==> src/hw/rtl/chr_pkg.sv <==
package chr_pkg;

	localparam int RING_ENTRIES = 1024;
	localparam int RING_AW      = $clog2(RING_ENTRIES);
	localparam int CNT_W        = RING_AW + 1;
	localparam int SERVERS      = 64;
	localparam int SRV_W        = $clog2(SERVERS);

	localparam int KEY_W  = 32;
	localparam int WGT_W  = 12;
	localparam int CUM_W  = 20;
	localparam int LOAD_W = 20;
	localparam int BF_W   = 16;

	// shared divider: widest dividend is (wb + w) * r, 41 bits
	localparam int DIV_NW = 42;
	localparam int DIV_DW = 20;
	localparam int DIV_CW = $clog2(DIV_NW);

	// slot total fits in 30 bits for the largest load and balance factor
	localparam int TOT_W = 30;

	localparam logic [1:0] CMD_INSERT = 2'd0;
	localparam logic [1:0] CMD_REMOVE = 2'd1;
	localparam logic [1:0] CMD_RECORD = 2'd2;
	localparam logic [1:0] CMD_LOOKUP = 2'd3;

	localparam logic [1:0] ST_DONE   = 2'd0;
	localparam logic [1:0] ST_FULL   = 2'd1;
	localparam logic [1:0] ST_ABSENT = 2'd2;

	localparam logic CFG_BALANCE = 1'b0;
	localparam logic CFG_TOTAL_W = 1'b1;

	typedef struct packed {
		logic [1:0]        cmd;
		logic [KEY_W-1:0]  key;
		logic [SRV_W-1:0]  server_id;
		logic [WGT_W-1:0]  weight;
		logic [CUM_W-1:0]  weight_before;
		logic [LOAD_W-1:0] server_load;
		logic [SRV_W-1:0]  avoid_server;
		logic              avoid_enable;
		logic [LOAD_W-1:0] total_load;
	} in_item_t;

	typedef struct packed {
		logic [1:0]       status;
		logic [SRV_W-1:0] chosen_server;
		logic             chosen_valid;
	} out_item_t;

	typedef struct packed {
		logic [KEY_W-1:0] key;
		logic [SRV_W-1:0] owner;
	} ring_entry_t;

	typedef struct packed {
		logic [WGT_W-1:0]  weight;
		logic [CUM_W-1:0]  weight_before;
		logic [LOAD_W-1:0] busy;
	} srv_rec_t;

endpackage

==> src/hw/rtl/chr_srv_tbl.sv <==
module chr_srv_tbl (
	input  logic                       clk,
	input  logic                       arst_n,
	input  logic                       we,
	input  logic [chr_pkg::SRV_W-1:0]  waddr,
	input  chr_pkg::srv_rec_t          wdata,
	input  logic [chr_pkg::SRV_W-1:0]  raddr,
	output chr_pkg::srv_rec_t          rdata
);
	import chr_pkg::*;

	srv_rec_t           mem [SERVERS];
	logic [SERVERS-1:0] vld_q;
	srv_rec_t           rd_q;
	logic               rd_vld_q;

	always_ff @(posedge clk) begin
		if (we) begin
			mem[waddr] <= wdata;
		end
		rd_q <= mem[raddr];
	end

	// never-written records read as zero
	always_ff @(posedge clk or negedge arst_n) begin
		if (!arst_n) begin
			vld_q    <= '0;
			rd_vld_q <= 1'b0;
		end else begin
			if (we) begin
				vld_q[waddr] <= 1'b1;
			end
			rd_vld_q <= vld_q[raddr];
		end
	end

	assign rdata = rd_vld_q ? rd_q : '0;

endmodule

==> config.mk <==
export PLATFORM = sky130hd
export DESIGN_NAME = chr_srv_tbl
export DESIGN_NICKNAME = d
export VERILOG_FILES = /design/src/hw/rtl/chr_pkg.sv /design/src/hw/rtl/chr_srv_tbl.sv
export SDC_FILE = /design/constraint.sdc
export NUM_CORES = 2
export LEC_CHECK = 0
export BUFFER_PORTS_ARGS = -buffer_cell sky130_fd_sc_hd__buf_2
export CAP_MARGIN = 25
export CORE_UTILIZATION = 45
export CTS_CLUSTER_DIAMETER = 100
export DETAILED_ROUTE_END_ITERATION = 12
export GPL_TIMING_DRIVEN = 0
export PLACE_DENSITY_LB_ADDON = 0.08
export SLEW_MARGIN = 20
export SYNTH_ARGS = -nofsm -noshare
export SYNTH_HDL_FRONTEND = slang
export SYNTH_SLANG_ARGS = --single-unit
==> constraint.sdc <==
create_clock -name clk -period 3.95 [get_ports clk]
set_input_delay 0.79 -clock clk [delete_from_list [all_inputs] [get_ports clk]]
set_output_delay 0.79 -clock clk [all_outputs]
set_load 0.03 [all_outputs]
Word-level counts from Yosys, hierarchy flattened. Memories as Yosys holds them, arrays and structs flattened. A register that Yosys moved wholly into a read port is not among the register bits. Cells that the tools add are included.

Memory bits (read-only): 0. Input bits: 67. RAM bits: 3328. Latch bits: 0. Memories kept: 1. Flip-flop bits (word level): 65.

Memory list: mem (words 64, width 52, read ports 1, clocked after memory_dff 1, wr ports 1, line chr_srv_tbl.sv:12) `srv_rec_t mem [SERVERS];`.

Shifts and indexed selects: 0. Div/mod/pow operators: 0. Multiplexer cells: 7. Reductions and logical operators: 1. Bitwise logic cells: 1. Eq/ne operators: 0. Order comparisons: 3. Multipliers: 0. Add/subtract/negate cells: 0.

Operators by type and width (count): bitwise OR 64 bit (1); two-way mux 52 bit (1); less-than comparator 6 x 7 -> 1 bit (second input constant) (2); binary-select mux 1 bit (select 6 bit) (1); demux 1 bit (select 6 bit) (1); greater-or-equal comparator 6 x 1 -> 1 bit (second input constant) (1); two-way mux 1 bit (4); logical AND 1 bit (1).

Depth between registers and ports, before layout.
Depth after elaboration: 5. Depth in mapped cells: 11.

Worst setup path after synthesis. OpenSTA, ideal clock, no wires.

Path type: input to register. Start point: input port waddr[3] (netlist bit). End point: register vld_q[48]. Setup time: 0.087 ns. Path slack: -1.598 ns. Arrival time: 5.461 ns. Stages on the path: 5. Path through: clkbuf_1 > nand4b_1 > or2_2 > nor3_1 > or2_2.

Word-level cells in the longest chain between the ends: 5. Elaborated cells on any way between the ends: 6. Those cells by class: order compare (2); mux (2); bitwise (1); reduce/logical (1).

RTL lines: start, declared (line chr_srv_tbl.sv:5) `input logic [chr_pkg::SRV_W-1:0] waddr,`; less-than comparator 6 x 7 -> 1 bit (implied by the code) / greater-or-equal comparator 6 x 1 -> 1 bit (equally long branches) (line chr_srv_tbl.sv:31) `vld_q[waddr] <= 1'b1;`; logical AND 1 bit (implied by the code) (line chr_srv_tbl.sv:31); two-way mux 1 bit (implied by the code) (line chr_srv_tbl.sv:31); demux 1 bit (select 6 bit) * (line chr_srv_tbl.sv:31); bitwise OR 64 bit (no source line) *; end signal, assigned (line chr_srv_tbl.sv:27) `vld_q <= '0;`; end signal, assigned by index (line chr_srv_tbl.sv:31); end, declared (line chr_srv_tbl.sv:13) `logic [SERVERS-1:0] vld_q;`.

Mark *: on every way between the ends. The rest lies on a longest branch, timed or not. A chain may end at the register's enable or synchronous reset.

==> impl_results.md <==
- Status: finished with violations
- Failing checks: negative setup slack
- GRT Total Usage: around a quarter
- Top-count cell post-synth: edfxtp_1
- Post-synth top cells: 3328 x edfxtp_1, 839 x mux4_2, 231 x mux2i_1
- Vias per inst: 5.98
- Antenna-violating nets left: 0
- Max frequency: between 200 and 250 MHz
- Ys flop type: edfxtp_1
- Arr. time, crit path: 4920 ps
- TritonCTS clock tree: yes
- Design area: 154000 um2
- Internal power: 0.0616 W
- HP Class: input port to flop
- Die W: about 540 um
- Post-synth ARST share: 1.89%
- WP data required: 4790 ps
- Die area: about 290000 um2
- Setup crit start kind: input port
- Minimum clock period: 4080 ps
- Cell mode on critical path: buf_2
- GPL Wtd Cong: 0.790
- GRT Residual Overflow: 0
- Simple-gate share of the synthesized area: 1.35%
- Vias: 62800
- Setup ws final: -131 ps
- Min-delay src: wdata[4]
- Maxcap violations: 0
- Total CTS buffers: 359
- Number of flops mapped to enable cells by yosys: 3328
- Warnings from Yosys: 0
- Share of the synthesized area in the top cell type: about three quarters
- CP max-delay cell: o22ai_1
- Setup slack after placement: -1140 ps
- VDD IR-drop max: 0.343 mV
- #FFs+latches synth: between 3000 and 4000
- Crit. End Element: flop
- Crit path kind: input port to flop
- Net Sw Frac: 21.6%
- Hold_ws: 366 ps
- Xor and xnor area share after synthesis: 0%
- Vias in the first global route: 64200
- Net Count, Synth: 5638
- Initial DRC Count: ~6400
- Die Ht: roughly 540 um
- Period utilization: 103%
- Sequential power share: 51.7%
- Number of detailed-route iterations in the first pass: 5
- Slew Viols, Final: 0
- Accumulated negative setup slack: -234 ps
- Crit-path max FO: 10
- Register area share after synthesis: about 80%
- Clock-pin slew on the worst setup and hold paths: 60 ps
- Initial Util: between 40% and 50%
- P_sw: around 0.017 W
- Worst Tran Pin Value: 1150 ps
- Synth Cell Area: 131000 um2
- # rows: ~200
- Largest area contributor in the netlist: edfxtp_1
- Leak: 49.3 nW
- Largest net degree at the start of global routing: 65
- CTS sink count: 3445
- Initial antenna violation count: 21
- Hpwl dp: around 250000 um
- Crit. Startpoint: raddr[3]
- Level count of the clock H-tree: 5
- RSZ-0062 raised after global routing: false
- Critical Path, Cell by Cell: buf_2 -> buf_2 -> buf_1 -> buf_2 -> nand2_1 -> clkbuf_1 -> o22ai_1 -> nor2_1 -> nand2_1
- Io pins: 119
- DRC errors left: 0
- Number of nets in the layout: ~6400
- Synth Instances: 5571
- Syn Area/Cell: 23.5 um2
- Pwr/cell area: 511 nW/um2
- Slowest stage delay, CP: between 600 and 700 ps
- Root buffer selected by CTS: clkbuf_16
- Layout cell share with drive strength beyond 1: around a third
- Final Skew: 29.0 ps
- Slew headroom: 23.5%
- Unique masters post-synth: 43
- Area contributors post-synth: edfxtp_1 76%, mux4_2 14%, mux2i_1 1.8%
- Clock power share: 42.5%
- Post-Route WL: 376000 um
- Synth Area in Adders: 0%
- Largest family of logic cells by synthesized area: multiplexers
- Area growth syn-to-layout: 17.7%
- Final count of hold timing violations: 0
- Clock Path Buffers: 4
- Core box area: 289000 um2
- Synth Area in Compound Gates: 1.52%
- # fillers: 22200
- Combinational power share: between 5 and 6%
- Port Buffers: 107
- Post-synthesis mux area share: roughly 18%
- Setup violators final: 3
- First-pass GRT wire length: roughly 520000 um
- RR Startpoint: mem[6][31]
- WL/cell: 35.9 um
- Area of placed instances: 142000 um2
- Clock insertion delay at the later pin of the skew report: 920 ps
==> cell families (layout without fill, tap and decap cells) <==
| logic type | Yosys count | after routing |
|---|---|---|
| mux | 1227 | 1227 |
| compound gates | 254 | 254 |
| other cells | 0 | 7 |
| flops | 3445 | 3445 |
| simple gates | 351 | 351 |
| buf+inv | 294 | 1327 |
==> worst paths after layout <==
check / endpoint / slack, ps / cells past startpoint
min reg2reg: vld_q[57] / 460 / 1
min in group asynchronous: vld_q[52] / 380 / 2
max reg2reg: rd_q[31] / 1140 / 5
max in group asynchronous: vld_q[41] / 2990 / 3
max: rd_q[0] / -130 / 9
min: mem[42][4] / 370 / 1
==> layout by cell type (no fill, tap or decap), types with 73 or more instances in the layout <==
| cell | n |
|---|---|
| buf_12 | 161 |
| buf_2 | 231 |
| buf_4 | 73 |
| clkbuf_1 | 178 |
| clkbuf_16 | 377 |
| clkinv_1 | 78 |
| edfxtp_1 | 3328 |
| mux2_2 | 157 |
| mux2i_1 | 231 |
| mux4_2 | 839 |
| o22ai_1 | 103 |
==> final cells by class <==
cell class / instances / area (um2) / share of cell area [%]
clock inverter: 166 / 1480 / 0.964
multi-input combinational: 1832 / 27400 / 17.8
clock buffer: 489 / 10000 / 6.51
antenna: 7 / 17.5 / 0.0114
timing repair buffer: 378 / 6080 / 3.95
sequential: 3445 / 103000 / 66.7
inverter: 1 / 3.75 / 0.00244
tap: 3880 / 4850 / 3.15
buffer: 293 / 1470 / 0.953
==> stage by stage <==
step                      total power (W)  utilization (%)  cells
final                              0.0786             53.3  10500
after global routing               0.0806             53.3  10500
after global placement             0.0457             47.2   9558
after floorplan                    0.0436                -   5571
after CTS                          0.0792             53.3  10500
after detailed placement           0.0460             49.3   9825
==> flip-flops by register name, indices dropped and copies added (netlist names) <==
signal / flops
rd_q: 52
vld_q: 64
rd_vld_q: 1
mem: 3328
==> power by group through the flow <==
stage	Clock, W	Sequential (W)	Combinational (W)
2_1_floorplan	0	0.0414	0.00229
5_1_grt	0.0352	0.0406	0.00473
3_5_place_dp	0	0.0414	0.00458
3_3_place_gp	0	0.0414	0.00428
6_report	0.0334	0.0406	0.00451
4_1_cts	0.0340	0.0406	0.00459
==> layer usage <==
metal,part of all wire [%],routed length [um],global-route usage [%]
met1,42,156000,35.9
met4,3.3,12500,8.07
met2,50,187000,42.8
met5,0.0035,13,0
met3,5.5,20700,3.00
==> worst max-delay path, delay by kind of cell <==
family | cells | cell delay (ps)
buffers and inverters | 5 | 2480
AND/OR/NAND/NOR | 3 | 920
AO/OA/AOI/OAI | 1 | 660
==> what timing repair did <==
action | 4_1_cts | 5_1_grt
gates resized for setup | 3 | 0
hold buffers | 1 | 0
endpoints found under the hold margin | 65 | 0
setup buffers | 2 | 0
setup endpoints to repair | 8 | 0
Power figures use the tool's default switching activity.
