===== src/hw/rtl/chr_pkg.sv =====
package chr_pkg;

	localparam int RING_ENTRIES = 1024;
	localparam int RING_AW      = $clog2(RING_ENTRIES);
	localparam int CNT_W        = RING_AW + 1;
	localparam int SERVERS      = 64;
	localparam int SRV_W        = $clog2(SERVERS);

	localparam int KEY_W  = 32;
	localparam int WGT_W  = 12;
	localparam int CUM_W  = 20;
	localparam int LOAD_W = 20;
	localparam int BF_W   = 16;

	// shared divider: widest dividend is (wb + w) * r, 41 bits
	localparam int DIV_NW = 42;
	localparam int DIV_DW = 20;
	localparam int DIV_CW = $clog2(DIV_NW);

	// slot total fits in 30 bits for the largest load and balance factor
	localparam int TOT_W = 30;

	localparam logic [1:0] CMD_INSERT = 2'd0;
	localparam logic [1:0] CMD_REMOVE = 2'd1;
	localparam logic [1:0] CMD_RECORD = 2'd2;
	localparam logic [1:0] CMD_LOOKUP = 2'd3;

	localparam logic [1:0] ST_DONE   = 2'd0;
	localparam logic [1:0] ST_FULL   = 2'd1;
	localparam logic [1:0] ST_ABSENT = 2'd2;

	localparam logic CFG_BALANCE = 1'b0;
	localparam logic CFG_TOTAL_W = 1'b1;

	typedef struct packed {
		logic [1:0]        cmd;
		logic [KEY_W-1:0]  key;
		logic [SRV_W-1:0]  server_id;
		logic [WGT_W-1:0]  weight;
		logic [CUM_W-1:0]  weight_before;
		logic [LOAD_W-1:0] server_load;
		logic [SRV_W-1:0]  avoid_server;
		logic              avoid_enable;
		logic [LOAD_W-1:0] total_load;
	} in_item_t;

	typedef struct packed {
		logic [1:0]       status;
		logic [SRV_W-1:0] chosen_server;
		logic             chosen_valid;
	} out_item_t;

	typedef struct packed {
		logic [KEY_W-1:0] key;
		logic [SRV_W-1:0] owner;
	} ring_entry_t;

	typedef struct packed {
		logic [WGT_W-1:0]  weight;
		logic [CUM_W-1:0]  weight_before;
		logic [LOAD_W-1:0] busy;
	} srv_rec_t;

endpackage


===== src/hw/rtl/chr_div.sv =====
module chr_div (
	input  logic                        clk,
	input  logic                        arst_n,
	input  logic                        start,
	input  logic [chr_pkg::DIV_NW-1:0]  num,
	input  logic [chr_pkg::DIV_DW-1:0]  den,
	output logic                        done,
	output logic [chr_pkg::DIV_NW-1:0]  quo,
	output logic [chr_pkg::DIV_DW-1:0]  rem
);
	import chr_pkg::*;

	logic              busy_q;
	logic              done_q;
	logic [DIV_CW-1:0] cnt_q;
	logic [DIV_NW-1:0] quo_q;
	logic [DIV_DW-1:0] rem_q;
	logic [DIV_DW-1:0] den_q;
	logic [DIV_DW:0]   rem_sh;
	logic [DIV_DW:0]   rem_sub;
	logic              take;

	// restoring division, one quotient bit a cycle
	always_comb begin
		rem_sh  = {rem_q, quo_q[DIV_NW-1]};
		take    = rem_sh >= {1'b0, den_q};
		rem_sub = rem_sh - {1'b0, den_q};
	end

	always_ff @(posedge clk or negedge arst_n) begin
		if (!arst_n) begin
			busy_q <= 1'b0;
			done_q <= 1'b0;
			cnt_q  <= '0;
		end else begin
			done_q <= 1'b0;
			if (start) begin
				busy_q <= 1'b1;
				cnt_q  <= DIV_CW'(DIV_NW - 1);
			end else if (busy_q) begin
				if (cnt_q == '0) begin
					busy_q <= 1'b0;
					done_q <= 1'b1;
				end else begin
					cnt_q <= cnt_q - DIV_CW'(1);
				end
			end
		end
	end

	always_ff @(posedge clk) begin
		if (start) begin
			quo_q <= num;
			rem_q <= '0;
			den_q <= den;
		end else if (busy_q) begin
			rem_q <= take ? rem_sub[DIV_DW-1:0] : rem_sh[DIV_DW-1:0];
			quo_q <= {quo_q[DIV_NW-2:0], take};
		end
	end

	assign done = done_q;
	assign quo  = quo_q;
	assign rem  = rem_q;

endmodule


===== config.mk =====
export PLATFORM = sky130hd
export DESIGN_NAME = chr_div
export DESIGN_NICKNAME = d
export VERILOG_FILES = /design/src/hw/rtl/chr_pkg.sv /design/src/hw/rtl/chr_div.sv
export SDC_FILE = /design/constraint.sdc
export NUM_CORES = 1
export LEC_CHECK = 0
export BUFFER_PORTS_ARGS = -buffer_cell sky130_fd_sc_hd__clkbuf_2
export CELL_PAD_IN_SITES_DETAIL_PLACEMENT = 0
export CELL_PAD_IN_SITES_GLOBAL_PLACEMENT = 1
export CORE_MARGIN = 5
export CORE_UTILIZATION = 37
export CTS_CLUSTER_SIZE = 10
export DETAILED_ROUTE_END_ITERATION = 10
export GPL_TIMING_DRIVEN = 0
export HOLD_SLACK_MARGIN = 0.06
export PLACE_DENSITY = 0.75
export SYNTH_ARGS = -nofsm -noshare
export SYNTH_HDL_FRONTEND = slang
export SYNTH_SLANG_ARGS = --single-unit

===== constraint.sdc =====
create_clock -name clk -period 2.2 [get_ports clk]
set_input_delay 0.11 -clock clk [delete_from_list [all_inputs] [get_ports clk]]
set_output_delay 0.11 -clock clk [all_outputs]
set_load 0.005 [all_outputs]

* After elaboration in Yosys (flattened, before gate mapping)
Cells that the tools add are included.
** Operators by class
- Add/subtract/negate cells :: 2
- Order comparisons :: 1
- Eq/ne operators :: 1
- Mux-type cells :: 12
- Reductions and logical operators :: 3
** Operators by type and width (count)
- 42-bit 2-to-1 mux :: 2
- 21-bit by 20-bit greater-or-equal comparator with 1-bit output :: 1
- 20-bit 2-to-1 mux :: 1
- 20-bit subtractor :: 1
- 6-bit 2-to-1 mux :: 3
- 6-bit logical NOT :: 1
- 1-bit 2-to-1 mux :: 6
- 6-bit by 1-bit subtractor with 6-bit output, second input constant :: 1
- 2-bit inequality test, second input constant :: 1
- 2-bit AND reduction :: 1
- 2-bit nonzero test :: 1
** Word-level totals
- Register bits after elaboration :: 90
- Input port bits :: 65
- Logic and storage cells :: 25

* Logic depth before layout (Yosys ltp)
- Word-level depth :: 4
- Depth in mapped cells :: 10
- Gate-level depth less buffers :: 10

* Least setup slack after synthesis
No wires, ideal clock.
- Kind :: reg-to-reg
- Start point :: register quo_q[41], in the netlist quo[41]
- End point :: register rem_q[14], in the netlist rem[14]
- Setup time :: 88 ps
- Arrival time :: 2269 ps
- Required time :: 2112 ps
- Setup slack :: -158 ps
- Stages on the path, launching flop included :: 11
- Buffers on the path :: 0
- Cell sequence :: edfxtp_1 -> inv_1 -> ha_1 -> inv_1 -> fa_1 -> a211oi_1 -> nor3_1 -> o31ai_1 -> and3_1 -> o21bai_1 -> a311oi_2
** Between the ends
- Longest elaborated chain between the ends :: 2
** Ends and longest elaborated chain
- from (decl) :: RTL line chr_div.sv:16 : logic [DIV_NW-1:0] quo_q;
- from (signal assigned) :: RTL line chr_div.sv:53 : quo_q <= num;
- from (signal assigned) :: RTL line chr_div.sv:58 : quo_q <= {quo_q[DIV_NW-2:0], take};
- 20-bit subtractor / 21-bit by 20-bit greater-or-equal comparator with 1-bit output (equally long branches) :: RTL line chr_div.sv:27, chr_div.sv:26
- 20-bit 2-to-1 mux (*) :: RTL line chr_div.sv:57 : rem_q <= take ? rem_sub[DIV_DW-1:0] : rem_sh[DIV_DW-1:0];
- to (signal assigned) :: RTL line chr_div.sv:57
- to (decl) :: RTL line chr_div.sv:17 : logic [DIV_DW-1:0] rem_q;
Every way passes the cells marked *; elsewhere a longest branch is shown, timed or not.
A chain may end at the register's enable or synchronous reset.

* Worst setup path in the final report
- Start point :: register den_q[1]
- End point :: register rem_q[10], in the netlist rem[10]
** Between the ends
- Longest elaborated chain between the ends :: 2
** Ends and longest elaborated chain
- from (decl) :: RTL line chr_div.sv:18 : logic [DIV_DW-1:0] den_q;
- from (signal assigned) :: RTL line chr_div.sv:55 : den_q <= den;
- 20-bit subtractor / 21-bit by 20-bit greater-or-equal comparator with 1-bit output (equally long branches) :: RTL line chr_div.sv:27, chr_div.sv:26
- 20-bit 2-to-1 mux (*) :: RTL line chr_div.sv:57
Marked as above.

==> impl_metrics.toml <==
[floorplan]
dieArea_sq_um = 15550
ioPinCount = 128
initial_utilization_pct = 37.21
die_y_um = 124.7
die_w_um = 124.7
rows = 42
coreArea_sq_um = 13090

[drt]
avgViaCountPerCell = 5.234
detail_route.iter0.violations = 171
first_pass_iters = 4
remaining_drc_errors = 0
wirelength_um = 14070
vias = 4161
drtAntennaViolNets = 0
drt-wirelength-per-cell_um = 17.70

[power_and_ir_drop]
p_clk_share_pct = 36.1
sequentialPowerShare_pct = 48.0
switching_power_mw = 1.131
power_switching_share_pct = 26.71
ir_worst_vdd_mv = 0.4626
leakage_nw = 2.868
combPwrFrac_pct = 15.8
pwr_density_cell_nw_per_um2 = 629.7
p_int_mw = 3.102

[clock_tree]
htreeDepth = 3
cts_tree = "yes"
clkLatencyLatePin_ns = 0.34
cts.sinks = 90
cts-buffers-inserted = 9
path_clk_slew_ns = 0.08
cts_root_buffer = "clkbuf_16"
clockBufferDepth = 2

[yosys]
synth_area_leaders = "edfxtp_1 38%, mux2_2 9.5%, dfxtp_1 8.2%, ha_1 5.7%, dfrtp_1 4.1%"
syn_nets = 514
synth.cell_area_sq_um = 4868
yosys-top-cells-count = "62 x edfxtp_1, 41 x mux2_2, 32 x inv_1"
async_flop_share_pct = 8.889
yosysUniqueCellTypes = 60
synth_edf_count = 62
synthMostInstantiatedCell = "edfxtp_1"
synthCells = 426
synth-main-ff-cell = "edfxtp_1"
yosys_warnings = 0
ys_seq_area_share_pct = 50.58
syn_avg_cell_area_sq_um = 11.43
ys_ff_latch = 90
yosys.area.top_type = "edfxtp_1"
synth_top_area_share_pct = 38.24

[global_routing]
antenna_found_initial = 0
grt_overflow = 0
grt_start_max_net_pins = 45
grt_first_pass_wirelength_um = 22840
grt_util_all_layers_pct = 18.16
grt_pass1_vias = 4443

[critical_path]
start_kind = "flop"
crit_fanout = 7
crit_path_end_kind = "flop"
required_ns = 2.39
startpoint = "den_q[1]$_DFFE_PP_"
crit_type = "reg -> reg"
crit_arrival_ns = 2.69
r2r-start = "den_q[1]$_DFFE_PP_"

[sta]
hold_violations = 0
finalSetupViolations = 21
period_minus_slack_ns = 2.501
relSlewSlack_pct = 50.89
worst_slew_pin_slew_ns = 0.7366
fin_ws_ns = -0.3007
rsz0062_at_grt = "yes"
finalCritPeriodShare_pct = 113.7
tns_ns = -4.728
final_max_slew_viol_count = 0
clock.fmax_ghz = 0.3999
fin_skew_ns = 0.008495

[run]
drv_cap = 0

[status]
violations = "setup timing"
outcome = "complete, but fails checks"

[finish]
diodes = 0
drive_above_1_share_pct = 41.03
nets = 702
area_growth_pct = 38.09

[placement]
pre_cts_slack_ns = -0.4465
port_buffers = 127
hpwl_um = 10070
place_congestion = 0.9603

[worst_hold_path]
hp-class = "in -> reg"
holdCritStartpoint = "num[12]"
==> routing by layer <==
| layer | GRT usage [%] | vias to the layer above | wire, um |
|---|---|---|---|
| met2 | 30.95 | 139 | 6852 |
| met1 | 21.26 | 2003 | 5831 |
| met4 | 7.608 | 0 | 398 |
| met5 | 0 | - | 0 |
| met3 | 5.403 | 32 | 991 |
| li1 | - | 1987 | - |
==> area by class of cell <==
| cell class | count | area [sq um] |
|---|---|---|
| plain buffers | 18 | 91.34 |
| clock buffers | 9 | 225.2 |
| clock inverters | 7 | 66.31 |
| fillers | 1160 | 6362 |
| inverters | 32 | 122.6 |
| multi-input cells | 286 | 2420 |
| flip-flops and latches | 90 | 2470 |
| well taps | 176 | 220.2 |
| repair buffers | 177 | 1107 |
==> metrics by stage <==
step / utilization, % / hold slack (ns) / cells / power [mW] / cell area (sq um)
CTS: 50.69 / 0.06089 / 795 / 4.255 / 6633
detailed placement: 44.41 / -0.02484 / 729 / 2.640 / 5811
finish: 51.38 / 0.07237 / 795 / 4.233 / 6723
global route: 51.38 / 0.06828 / 795 / 4.421 / 6723
floorplan: - / -0.1856 / 426 / 2.387 / 4955
global placement: 44.41 / -0.02442 / 729 / 2.632 / 5811
==> logic make-up after synthesis <==
group,after synthesis,synth area share (%)
compound gates,97,14.88
xor+xnor,14,2.518
fa+ha+maj,23,6.065
buf+inv,50,4.292
flops,90,50.58
mux,47,10.72
simple gates,105,10.95
==> worst max-delay path, cell delays in order (launching register included) <==
cell and delay (ns):
edfxtp_1 0.38, inv_2 0.08, ha_4 0.20, nor2b_4 0.12, o31a_1 0.28, o311a_4 0.35
o31ai_4 0.39, buf_6 0.21, mux2i_2 0.23, o22ai_1 0.09
==> cell usage in the layout, fill, tap and decap left out, types with 8 or more instances in the layout <==
| cell type | n |
|---|---|
| clkbuf_1 | 10 |
| dfrtp_1 | 8 |
| edfxtp_1 | 62 |
| buf_4 | 13 |
| nor3_1 | 9 |
| dlygate4sd3_1 | 37 |
| ha_1 | 13 |
| nor2_1 | 27 |
| nand2_1 | 26 |
| mux2_2 | 41 |
| clkbuf_2 | 127 |
| xnor2_1 | 10 |
| dfxtp_1 | 14 |
| a21oi_1 | 13 |
| nand3_1 | 12 |
| inv_1 | 26 |
| o21ai_1 | 10 |
| clkbuf_16 | 9 |
==> power groups by stage <==
stage                     sequential, mW  combinational (mW)  clock, mW
after detailed placement            2.06               0.577          0
after floorplan                     2.05               0.332          0
after global placement              2.06               0.571          0
after CTS                           2.03               0.653       1.57
after global routing                2.05               0.738       1.63
final                               2.03               0.670       1.53
==> state kept, by name, indices dropped and copies added, names as in the netlist <==
register / flops
done: 1
den_q: 20
cnt_q: 6
quo: 42
rem: 20
busy_q: 1
==> worst paths after layout <==
kind / endpoint / slack (ns) / cells past startpoint
min in group asynchronous: cnt_q[0]$_DFFE_PN0P_ / 0.15 / 2
max in group asynchronous: done$_DFF_PN0_ / 1.86 / 2
min reg2reg: rem[2]$_SDFFE_PP0P_ / 0.51 / 2
max reg2reg: rem[10]$_SDFFE_PP0P_ / -0.30 / 9
min: quo[12]$_DFFE_PP_ / 0.07 / 2
max: rem[10]$_SDFFE_PP0P_ / -0.30 / 9
==> repair_timing <==
| action | in CTS | in global routing |
|---|---|---|
| endpoints found under the setup margin | 55 | 25 |
| pin swaps | 13 | 3 |
| setup buffers | 13 | 0 |
| hold endpoints to repair | 44 | 0 |
| hold buffers | 37 | 0 |
| resized for setup | 15 | 23 |
(Power assumes the default switching activity.)
